[src/rtl/fcs_pkg.sv]
`timescale 1ns / 1ps
// ----------------------------------------------------------------------------
// fcs_pkg
// Shared types, codes and constants of the frame crossfade sequencer.
// ----------------------------------------------------------------------------
package fcs_pkg;

  localparam int LAYER_COUNT_DEFAULT = 8;
  localparam int CHANNELS_DEFAULT    = 192;
  localparam int BANK_COUNT          = 3;

  localparam int LEVEL_W = 8;
  localparam int DUR_W   = 16;
  localparam int TIME_W  = 32;
  localparam int COUNT_W = 32;

  // Blend weight resolution: the weight is an 8-bit fraction of 256.
  localparam int P_BITS = 8;
  localparam int CNT_W  = $clog2(P_BITS);

  localparam logic [DUR_W-1:0] LIMIT_RESET = 16'd80;

  localparam int CFG_IDX_W = 1;
  localparam logic [CFG_IDX_W-1:0] CFG_STREAM_ENABLE    = 1'd0;
  localparam logic [CFG_IDX_W-1:0] CFG_TRANSITION_LIMIT = 1'd1;

  localparam logic [1:0] BANK_RESET_SHOWN   = 2'd0;
  localparam logic [1:0] BANK_RESET_PENDING = 2'd1;
  localparam logic [1:0] BANK_RESET_STAGING = 2'd2;

  typedef enum logic [1:0] {
    OP_LOAD   = 2'd0,
    OP_COMMIT = 2'd1,
    OP_RENDER = 2'd2,
    OP_CLEAR  = 2'd3
  } fcs_op_e;

  typedef struct packed {
    fcs_op_e              op;
    logic [2:0]           layer;
    logic [7:0]           channel;
    logic [LEVEL_W-1:0]   level;
    logic [DUR_W-1:0]     duration_ms;
    logic [TIME_W-1:0]    now_ms;
  } fcs_in_t;

  typedef struct packed {
    logic [LEVEL_W-1:0]   out_level;
    logic                 rendered;
    logic [COUNT_W-1:0]   frame_total;
  } fcs_out_t;

  typedef struct packed {
    logic capture;
    logic exec;
    logic rd_en;
    logic rd_pending;
    logic cap_a;
    logic cap_b;
    logic set_direct;
    logic div_init;
    logic div_step;
    logic blend;
    logic out_load;
  } fcs_cmd_t;

  typedef struct packed {
    fcs_op_e op;
    logic    render_ok;
    logic    index_ok;
    logic    need_blend;
    logic    out_free;
  } fcs_status_t;

endpackage

[src/rtl/fcs_controller.sv]
`timescale 1ns / 1ps
// ----------------------------------------------------------------------------
// fcs_controller
// Sequencer that steps each request through execute, reads, divide and blend.
// ----------------------------------------------------------------------------
module fcs_controller
  import fcs_pkg::*;
(
  input  logic        clk_i,
  input  logic        rst_ni,
  input  logic        in_valid_i,
  output logic        in_ready_o,
  input  fcs_status_t status_i,
  output fcs_cmd_t    cmd_o
);
  typedef enum logic [2:0] {
    S_IDLE,
    S_EXEC,
    S_RD_A,
    S_RD_B,
    S_CAP_B,
    S_DIV,
    S_BLEND,
    S_DONE
  } state_e;

  state_e           state_q, state_d;
  logic [CNT_W-1:0] cnt_q, cnt_d;

  always_comb begin
    state_d    = state_q;
    cnt_d      = cnt_q;
    cmd_o      = '0;
    in_ready_o = (state_q == S_IDLE);
    case (state_q)
      S_IDLE: begin
        if (in_valid_i) begin
          cmd_o.capture = 1'b1;
          state_d       = S_EXEC;
        end
      end
      S_EXEC: begin
        cmd_o.exec = 1'b1;
        if (status_i.op == OP_RENDER && status_i.render_ok && status_i.index_ok) begin
          state_d = S_RD_A;
        end else begin
          state_d = S_DONE;
        end
      end
      S_RD_A: begin
        cmd_o.rd_en = 1'b1;
        state_d     = S_RD_B;
      end
      S_RD_B: begin
        // The shown level arrives while the pending read is issued.
        cmd_o.rd_en      = 1'b1;
        cmd_o.rd_pending = 1'b1;
        cmd_o.cap_a      = 1'b1;
        state_d          = S_CAP_B;
      end
      S_CAP_B: begin
        cmd_o.cap_b = 1'b1;
        if (status_i.need_blend) begin
          cmd_o.div_init = 1'b1;
          cnt_d          = '0;
          state_d        = S_DIV;
        end else begin
          cmd_o.set_direct = 1'b1;
          state_d          = S_DONE;
        end
      end
      S_DIV: begin
        cmd_o.div_step = 1'b1;
        if (cnt_q == CNT_W'(P_BITS - 1)) begin
          state_d = S_BLEND;
        end else begin
          cnt_d = cnt_q + 1'b1;
        end
      end
      S_BLEND: begin
        cmd_o.blend = 1'b1;
        state_d     = S_DONE;
      end
      S_DONE: begin
        if (status_i.out_free) begin
          cmd_o.out_load = 1'b1;
          state_d        = S_IDLE;
        end
      end
      default: begin
        state_d = S_IDLE;
      end
    endcase
  end

  always_ff @(posedge clk_i or negedge rst_ni) begin
    if (!rst_ni) begin
      state_q <= S_IDLE;
      cnt_q   <= '0;
    end else begin
      state_q <= state_d;
      cnt_q   <= cnt_d;
    end
  end
endmodule

[config.mk]
export PLATFORM = sky130hd
export DESIGN_NAME = fcs_controller
export DESIGN_NICKNAME = d
export VERILOG_FILES = /design/src/rtl/fcs_pkg.sv /design/src/rtl/fcs_controller.sv
export SDC_FILE = /design/constraint.sdc
export NUM_CORES = 1
export LEC_CHECK = 0
export BUFFER_PORTS_ARGS = -buffer_cell sky130_fd_sc_hd__buf_2
export CAP_MARGIN = 20
export CORE_AREA = 8 8 45 47
export CTS_CLUSTER_SIZE = 28
export DETAILED_ROUTE_END_ITERATION = 12
export DIE_AREA = 0 0 53 55
export MAX_ROUTING_LAYER = met4
export SYNTH_ARGS = -nofsm -noshare
export SYNTH_HDL_FRONTEND = slang
export SYNTH_SLANG_ARGS = --single-unit
[constraint.sdc]
create_clock -name clk_i -period 1.37 [get_ports clk_i]
set_input_delay 0.274 -clock clk_i [delete_from_list [all_inputs] [get_ports clk_i]]
set_output_delay 0.274 -clock clk_i [all_outputs]
set_load 0.03 [all_outputs]
; After elaboration in Yosys (flattened, before gate mapping)
; Index checks and enable logic that the tools add are counted.
[classes]
reduce_logical = 7
mux = 21
addsub = 1
n_eq_ne = 14
[ops]
columns = cell, n
row1 = 3-bit case mux with 8 select lines, 1
row2 = 3-bit 2-to-1 mux, 7
row3 = "3-bit equality test, second input constant", 5
row4 = 1-bit 2-to-1 mux, 10
row5 = "2-bit inequality test, second input constant", 5
row6 = "3-bit by 2-bit equality test with 1-bit output, second input constant", 2
row7 = 3-bit case mux with 2 select lines, 1
row8 = 3-bit AND reduction, 2
row9 = 2-bit 2-to-1 mux, 2
row10 = "3-bit by 1-bit adder with 3-bit output, second input constant", 1
row11 = "3-bit by 1-bit equality test with 1-bit output, second input constant", 1
row12 = 3-bit logical NOT, 1
row13 = "2-bit equality test, second input constant", 1
row14 = 1-bit logical AND, 2
row15 = 2-bit nonzero test, 1
row16 = 2-bit OR reduction, 1
[word_totals]
word_cells = 45
output_inout_bits = 12
inputBits = 9
regBits = 6

; Longest topological paths before layout
; Gate-level depths: netlist (run 1).
[depth]
word_depth = 5
mapped_depth = 5
depth_no_buf = 5

; Least setup slack after synthesis (run 1)
; OpenSTA, ideal clock, no wires.
[synth_timing]
path_kind = register to output
start = reg state_q[1]
end = out cmd_o[10] in the netlist's numbering
path_stages_with_launch = 4
setup_slack_ps = -579
t_required_ps = 1096
n_path_buf = 1
arrival_ps = 1675
path_cell_list = dfrtp_1 buf_6 nor3_1 and2_1
[synth_lines]
columns = element, line
row1 = from (decl), fcs_controller.sv:27  ; state_e state_q, state_d;
row2 = from (signal assigned), fcs_controller.sv:101  ; state_q <= state_d;
row3 = to (decl), fcs_controller.sv:14  ; output fcs_cmd_t cmd_o

==> impl_metrics.json, run 1 <==
{
  "grt_overflow_total": 0,
  "crit_slowest_cell": "dfrtp_1",
  "power_leakage_uw": 0.000413,
  "fp.dieW_um": 53,
  "report.final.slew_viol_count": 0,
  "max_clock_freq_mhz": 662,
  "synthCells": 46,
  "drcViolationCount": 0,
  "clk_path_buf_depth": 2,
  "cp-end-kind": "primary output",
  "grt_pass1_vias": 467,
  "whs_ns": 0.320,
  "worstHoldPathType": "in -> reg",
  "worst_pin_slew_ns": 0.294,
  "hpwl_um": 878,
  "layout-drive-gt1-share_pct": 72.6,
  "dp_worst_setup_slack_ns": -0.0263,
  "rows": 14,
  "finalCriticalPeriod_ns": 1.51,
  "post-route-period-util_pct": 110,
  "wirelength_mm": 1.37,
  "fp.coreArea_um2": 1380,
  "p_sw_uw": 887,
  "clkPwrFrac_pct": 7.6,
  "place_area_um2": 616,
  "h-tree-depth": 1,
  "grt_pass1_wl_mm": 1.93,
  "clock-sinks": 6,
  "vias": 479,
  "skew_ns": 0.00288,
  "clk_pin_slew_ns": 0.04,
  "p_seq_share_pct": 16.5,
  "syn_area_per_cell_um2": 9.49,
  "ctsRootBufferMaster": "clkbuf_4",
  "start_util_pct": 31.6,
  "first_pass_iters": 2,
  "stdcell_area_um2": 882,
  "drv_cap": 0,
  "final_hold_viol_count": 0,
  "path_cells": "buf_12, nor3_4, and2_4, buf_6",
  "violations": "setup timing",
  "wire_per_inst_um": 13.7,
  "clk-insertion-delay-late_ns": 0.24,
  "cts_tree": "built",
  "via_per_inst": 4.79,
  "status": "finished with violations",
  "internal_power_uw": 1180,
  "crit_path_start_kind": "flop",
  "die-area_um2": 2920,
  "slew_headroom_pct": 80.3,
  "synthesis.area_um2": 437,
  "synth_fp_nets": 57,
  "fin_ws_ns": -0.141,
  "cts_buffers": 3,
  "portBuffers": 20,
  "p_per_area_nw_per_um2": 2340,
  "power.share.switching_pct": 42.9,
  "drt_iter0_drc": 5,
  "ant_nets": 0,
  "cp_data_required_time_ns": 1.10,
  "place_congestion": 0.742,
  "synth_seq_cells": 6,
  "num-fill-cells": 113,
  "power_frac_comb_pct": 75.9,
  "ir_drop_mv": 1.03,
  "grtUsageTotal_pct": 9.24,
  "num_io_pins": 21,
  "die_h_um": 55,
  "rsz0062_at_grt": "yes",
  "antenna_found_initial": 0,
  "synth_seq_area_share_pct": 34.4,
  "antenna_cells": 0,
  "yosys_warnings": 0,
  "critical-path-max-stage-delay_ns": 0.39,
  "grt_start_max_net_pins": 13,
  "area_growth_pct": 102,
  "setup_viol": 12,
  "path_max_fanout": 12,
  "crit_arrival_ns": 1.24,
  "synthDistinctLibCells": 25,
  "worstSetupPathType": "reg -> out",
  "final_nets": 97
}
-- cells by family (layout without fill, tap and decap cells) --
logic type                 Yosys count  count (layout)  share of synthesized area, %
and+or+nand+nor                     20              20                          25.5
buffers and inverters                6              44                          11.2
adders and majority gates            2               2                          5.73
DFF                                  6               6                          34.4
AOI/OAI and AO/OA                   10              10                          17.5
muxes                                2               2                          5.73
-- power by group through the flow --
stage,Combinational (uW),Clock (uW),Sequential [uW]
floorplan,782,0,319
global placement,1020,0,325
detailed placement,1030,0,327
CTS,1240,165,333
global route,1670,186,350
finish,1570,157,341
-- synth_stat cells --
cell type  n  area share [%]
nor2_1     6             5.2
inv_4      1             1.4
buf_4      2             3.4
a22o_1     2             4.0
o2111ai_2  1             3.4
mux2_4     1             3.4
nand2_1    3             2.6
and3_1     1             1.4
nor3_2     2             4.6
clkinv_2   1             1.1
ha_1       2             5.7
nor2b_1    1             1.4
nor3_1     1             1.1
and2_1     2             2.9
nor4_1     2             2.9
a21o_1     1             1.7
mux2i_1    1             2.3
o32ai_1    1             2.0
a21oi_1    2             2.3
nand2b_1   1             1.4
dfrtp_1    6              34
buf_6      2             5.2
a22oi_1    1             1.7
nand4b_1   1             2.0
o21ai_0    2             2.3
-- final timing paths --
kind,cells past startpoint,start,endpoint,slack (ns)
setup / recovery,4,state_q[1],cmd_o[10],-0.14
hold / removal,3,in_valid_i,state_q[0],0.32
setup reg to reg,5,cnt_q[1],cnt_q[0],0.04
hold reg to reg,1,cnt_q[1],cnt_q[1],0.53
max in group asynchronous,2,rst_ni,state_q[2],0.84
min in group asynchronous,2,rst_ni,cnt_q[2],0.38
-- per-stage QoR --
step                      util, %  total power [uW]   TNS, ns  std cells
final                        63.7              2070    -0.859        100
after detailed placement     44.5              1360   -0.0263         84
after floorplan                 -              1100    -0.230         46
after global placement       44.5              1350  -0.00234         84
after CTS                    54.7              1740     -1.02         93
after global routing         63.7              2200     -1.68        100
-- registers in the layout, summed over array words and instances, names as in the netlist --
name / cells
cnt_q: 3
state_q: 3
-- what timing repair did --
item	CTS	global route
endpoints found under the hold margin	6	0
hold buffers	1	0
cloned	0	0
buffers inserted	5	7
pin swaps	4	4
setup endpoints to repair	13	13
resized for setup	23	18
-- layout by cell type (no fill, tap or decap), drive strengths merged, types with 2 or more instances in the layout --
cell    count
ha          2
nor4        2
a21oi       2
nand2       3
and2        2
a22o        2
nor2        6
inv         2
nor3        3
o21ai       2
clkbuf      3
buf        38
dfrtp       6
-- worst max-delay path, delay by kind of cell (launching register included) --
family                 cells  cell delay [ns]
flip-flops                 1             0.39
buffers and inverters      2             0.27
AND/OR/NAND/NOR            2             0.34
-- routing by layer --
layer  global-route usage, %  vias up  wire, um
li1                        -      242         -
met2                    17.0       11       797
met1                    7.89      224       494
met5                       -        -         0
met3                    2.67        2        62
met4                    6.47        0        12
-- area by class of cell --
type	count	area, um2	share of cell area (%)
Timing Repair Buffer	39	338	38.3
Inverter	2	12.5	1.42
Clock buffer	3	22.5	2.55
Tap cell	16	20.0	2.27
Sequential cell	6	151	17.2
Multi-Input combinational cell	34	338	38.3
(Power assumes the default switching activity.)
==> run 2: changes to the inputs <==
- clock period: 1.37 -> 1.6 ns (I/O delays scaled with it)
==> run 2 against run 1 <==
Compared with the run above: the flow now finishes without violations; global-route usage fell by 1.3 points; die area unchanged; flip-flop and latch count unchanged; clock power shrank 16%; count of clock-buffer cells in the layout is the same; first-iteration DRC count decreased by 20%; critical path depth unchanged; highest routed layer unchanged; via count is 14% lower; largest cell class unchanged; worst setup slack improved by 0.20 ns; register-to-register slack improved by 0.09 ns.
==> impl_metrics.json, run 2 (synthesis gave the netlist of run 1 again) <==
{
  "status": "complete, no violations",
  "clk_path_buf_depth": 2,
  "worstSetupPathDepth": 4,
  "start_util_pct": 31.6,
  "power_leakage_uw": 0.000320,
  "num_io_pins": 21,
  "internal_power_uw": 667,
  "die_h_um": 55,
  "final_hold_viol_count": 0,
  "vias": 412,
  "dp_worst_setup_slack_ns": 0.127,
  "fp.coreArea_um2": 1380,
  "clkPwrFrac_pct": 10.7,
  "crit_arrival_ns": 1.22,
  "hp-start": "in_valid_i",
  "portBuffers": 20,
  "final_nets": 84,
  "drv_cap": 0,
  "p_seq_share_pct": 27.4,
  "cts_tree": "built",
  "wirelength_mm": 1.07,
  "p_per_area_nw_per_um2": 1980,
  "grt_overflow_total": 0,
  "rrSetupSlack_ns": 0.13,
  "clk-insertion-delay-late_ns": 0.24,
  "layout-drive-gt1-share_pct": 56.3,
  "post-route-period-util_pct": 96.3,
  "drt_iter0_drc": 4,
  "fp.dieW_um": 53,
  "rr_endpoint": "cnt_q[0]",
  "rsz0062_at_grt": "yes",
  "hold_depth": 3,
  "crit_path_start_kind": "flop",
  "startpoint": "state_q[2]",
  "crit_slowest_cell": "dfrtp_2",
  "cp-end-kind": "primary output",
  "hold-path-endpoint": "state_q[0]",
  "antenna_cells": 0,
  "worstSetupPathType": "reg -> out",
  "cp_data_required_time_ns": 1.28,
  "p_sw_uw": 569,
  "finalCriticalPeriod_ns": 1.54,
  "power.share.switching_pct": 46.0,
  "rows": 14,
  "crit_family": "flip-flops",
  "ir_drop_mv": 0.714,
  "place_congestion": 0.764,
  "worstHoldPathType": "in -> reg",
  "report.final.slew_viol_count": 0,
  "max_clock_freq_mhz": 649,
  "hpwl_um": 803,
  "clock-sinks": 6,
  "path_cells": "inv_4, nor3_4, and2_2, buf_4",
  "skew_ns": 0.00200,
  "ant_nets": 0,
  "final_common_cell": "buf_2",
  "dpl.cell_count": 80,
  "power_frac_comb_pct": 61.9,
  "whs_ns": 0.361,
  "crit_buf_inv": 2,
  "slew_headroom_pct": 83.9,
  "grt_pass1_vias": 386,
  "critical-path-max-stage-delay_ns": 0.46,
  "h-tree-depth": 1,
  "ctsRootBufferMaster": "clkbuf_4",
  "r2r_start": "cnt_q[0]",
  "grt_pass1_wl_mm": 1.65,
  "first_pass_iters": 3,
  "reg_top3": "cnt_q x3, state_q x3",
  "drcViolationCount": 0,
  "worst-r2r-cell-count": 5,
  "path_max_fanout": 8,
  "wire_per_inst_um": 12.3,
  "grtUsageTotal_pct": 7.98,
  "clk_pin_slew_ns": 0.04,
  "via_per_inst": 4.74,
  "antenna_found_initial": 0,
  "worst_pin_slew_ns": 0.240,
  "fin_ws_ns": 0.0584,
  "fin_cells": 87,
  "cts_buffers": 3,
  "area_growth_pct": 43.0,
  "setup_viol": 0,
  "grt_start_max_net_pins": 15,
  "final_cell_mix": "15 x buf_2, 8 x buf_4, 6 x nor2_1",
  "die-area_um2": 2920
}
run 2: worst max-delay path by stage:
stage / slack, ns / end
finish: 0.06 / cmd_o[3]
detailed placement: 0.13 / cnt_q[0]
CTS: 0.03 / cmd_o[10]
global placement: 0.16 / cmd_o[0]
global route: -0.002 / cmd_o[10]
floorplan: -0.11 / cmd_o[10]
run 2: layout make-up:
class                      instances  area (um2)
timing repair buffer              26         160
inverter                           2        11.3
sequential                         6         154
fill                             152         759
tap                               16        20.0
multi-input combinational         34         256
clock buffer                       3        22.5
run 2: stage by stage:
stage	area (um2)	util, %	setup TNS, ns	power [uW]
2_1_floorplan	455	-	-0.111	903
3_3_place_gp	553	40.0	0	1030
3_5_place_dp	553	40.0	0	1030
4_1_cts	594	42.9	0	1190
5_1_grt	624	45.1	-0.00246	1360
6_report	624	45.1	0	1240
run 2: routing by layer:
metal	vias to the layer above	part of all wire, %	global-route usage, %
met5	-	0	-
met4	0	0.75	6.47
met3	2	12	1.87
met2	13	47	12.5
met1	179	40	8.49
li1	218	-	-
run 2: what timing repair did:
action | in CTS | in global routing
endpoints found under the setup margin | 10 | 6
resized for setup | 5 | 5
hold buffers | 1 | 0
hold endpoints to repair | 6 | 0
buffers inserted | 0 | 3
pin swaps | 0 | 0
gates cloned | 0 | 0
run 2: power groups by stage:
stage	Clock, uW	Combinational [uW]	Sequential [uW]
detailed placement	0	678	355
finish	132	765	339
floorplan	0	635	268
global route	147	855	353
CTS	140	691	358
global placement	0	676	354
run 2: worst register-to-register path: cells and delay by family (launching register included):
kind | cells | cell delay [ns]
adders and majority gates | 2 | 0.43
DFF | 1 | 0.39
muxes | 1 | 0.29
AOI/OAI and AO/OA | 1 | 0.15
and+or+nand+nor | 1 | 0.10
==> run 3: changes to the inputs <==
- BUFFER_PORTS_ARGS: -buffer_cell sky130_fd_sc_hd__buf_2 -> -buffer_cell sky130_fd_sc_hd__clkbuf_2
==> run 3 against run 2 <==
Compared with the run above: count of clock-buffer cells in the layout is the same; highest routed layer unchanged; register-to-register slack gained 0.07 ns; largest cell class unchanged; sequential power grew 4%; clock power is essentially flat; critical endpoint is now cmd_o[9]; utilization grew 2.8 points.
==> impl_metrics.json, run 3 (synthesis gave the netlist of run 1 again) <==
{
  "critical-path-max-stage-delay_ns": 0.49,
  "rsz0062_at_grt": "yes",
  "final_cell_mix": "13 x clkbuf_2, 9 x buf_4, 6 x nor2_1",
  "drv_cap": 0,
  "crit_buf_inv": 2,
  "die_h_um": 55,
  "fin_cells": 89,
  "ctsRootBufferMaster": "clkbuf_4",
  "cts_tree": "built",
  "power_frac_comb_pct": 62.3,
  "clk-insertion-delay-late_ns": 0.23,
  "wirelength_mm": 1.02,
  "rrSetupSlack_ns": 0.20,
  "die-area_um2": 2920,
  "p_per_area_nw_per_um2": 1920,
  "via_per_inst": 4.80,
  "clk_pin_slew_ns": 0.04,
  "wire_per_inst_um": 11.4,
  "grt_overflow_total": 0,
  "setup_viol": 0,
  "p_seq_share_pct": 27.6,
  "internal_power_uw": 693,
  "crit_slowest_cell": "dfrtp_2",
  "grt_pass1_wl_mm": 1.75,
  "ant_nets": 0,
  "final_util_pct": 47.9,
  "hpwl_um": 812,
  "dpl.cell_count": 80,
  "layout-drive-gt1-share_pct": 58.9,
  "report.final.slew_viol_count": 0,
  "finalCriticalPeriod_ns": 1.56,
  "post-route-period-util_pct": 97.7,
  "final_nets": 86,
  "path_cells": "buf_4, nand2b_4, nor2_1, buf_2",
  "grt_start_max_net_pins": 10,
  "cp-end-kind": "primary output",
  "worstHoldPathType": "in -> reg",
  "clkPwrFrac_pct": 10.1,
  "h-tree-depth": 1,
  "worstSetupPathType": "reg -> out",
  "slew_headroom_pct": 84.3,
  "rows": 14,
  "num_io_pins": 21,
  "crit_arrival_ns": 1.24,
  "crit_family": "flip-flops",
  "drt_iter0_drc": 3,
  "first_pass_iters": 2,
  "ir_drop_mv": 0.626,
  "antenna_cells": 0,
  "status": "complete, no violations",
  "fp.coreArea_um2": 1380,
  "crit_path_start_kind": "flop",
  "power.share.switching_pct": 45.5,
  "p_sw_uw": 579,
  "portBuffers": 20,
  "antenna_found_initial": 0,
  "path_max_fanout": 9,
  "final_common_cell": "clkbuf_2",
  "drcViolationCount": 0,
  "reg_top3": "cnt_q x3, state_q x3",
  "start_util_pct": 31.6,
  "max_clock_freq_mhz": 640,
  "fp.dieW_um": 53,
  "skew_ns": 0.000290,
  "area_growth_pct": 51.9,
  "place_congestion": 0.739,
  "num-fill-cells": 151,
  "vias": 427,
  "power_leakage_uw": 0.000337,
  "grt_pass1_vias": 435,
  "regArea_um2": 154,
  "worst_pin_slew_ns": 0.236,
  "grtUsageTotal_pct": 8.27,
  "cp_data_required_time_ns": 1.28,
  "multiInputGateArea_um2": 270,
  "clk_path_buf_depth": 2,
  "cts_buffers": 3,
  "clock-sinks": 6,
  "final_hold_viol_count": 0
}
## run 3: cell types whose count changed in the layout (fill, tap and decap cells not counted)
cell      previous run  this run
nand2b_4             0         1
clkbuf_2             0        13
nand2b_1             1         0
buf_4                8         9
buf_2               15         1
nor3_4               1         2
buf_6                0         2
nor3_2               2         1
## run 3: repair_timing
| action | CTS | global route |
|---|---|---|
| setup buffers | 4 | 1 |
| pin swaps | 1 | 0 |
| endpoints found under the hold margin | 6 | 0 |
| endpoints found under the setup margin | 11 | 7 |
| resized for setup | 5 | 16 |
| hold buffers | 1 | 0 |
## run 3: cell type report
class | count | share of cell area (%)
clock buffers | 3 | 3.40
well taps | 16 | 3.02
multi-input cells | 34 | 40.8
repair buffers | 28 | 27.9
inverters | 2 | 1.70
flip-flops and latches | 6 | 23.2
## run 3: final timing paths
kind,start,end,cells past startpoint
min in group asynchronous,rst_ni,cnt_q[1],2
max in group asynchronous,rst_ni,state_q[2],2
max,state_q[0],cmd_o[9],4
min,in_valid_i,state_q[0],3
min reg2reg,cnt_q[1],cnt_q[1],1
max reg2reg,cnt_q[0],cnt_q[0],5
## run 3: per-layer routing
layer / up-vias / global-route usage, % / wire (um)
li1: 223 / - / -
met1: 189 / 8.49 / 409
met2: 13 / 13.5 / 481
met3: 2 / 1.87 / 117
met4: 0 / 6.47 / 8
met5: - / - / 0
## run 3: worst reg2reg max path: stages, from the launching register on
cell and delay [ns]:
dfrtp_1 0.38, ha_1 0.21, ha_1 0.19, nand2_1 0.08
o2111ai_2 0.14, mux2_4 0.28
## run 3: metrics by stage
stage	hold WS, ns	area [um2]	worst slack [ns]	power, uW	TNS [ns]
after floorplan	0.0244	455	-0.111	903	-0.111
after global placement	0.148	553	0.147	1010	0
after detailed placement	0.149	553	0.108	1020	0
after CTS	0.357	624	0.00511	1220	0
after global routing	0.379	663	-0.0361	1400	-0.0832
final	0.362	663	0.0367	1270	0
## run 3: power groups by stage
stage | logic, uW | registers, uW | clock network (uW)
floorplan | 635 | 268 | 0
global placement | 663 | 349 | 0
detailed placement | 661 | 355 | 0
CTS | 748 | 337 | 139
global route | 881 | 370 | 147
finish | 792 | 351 | 129
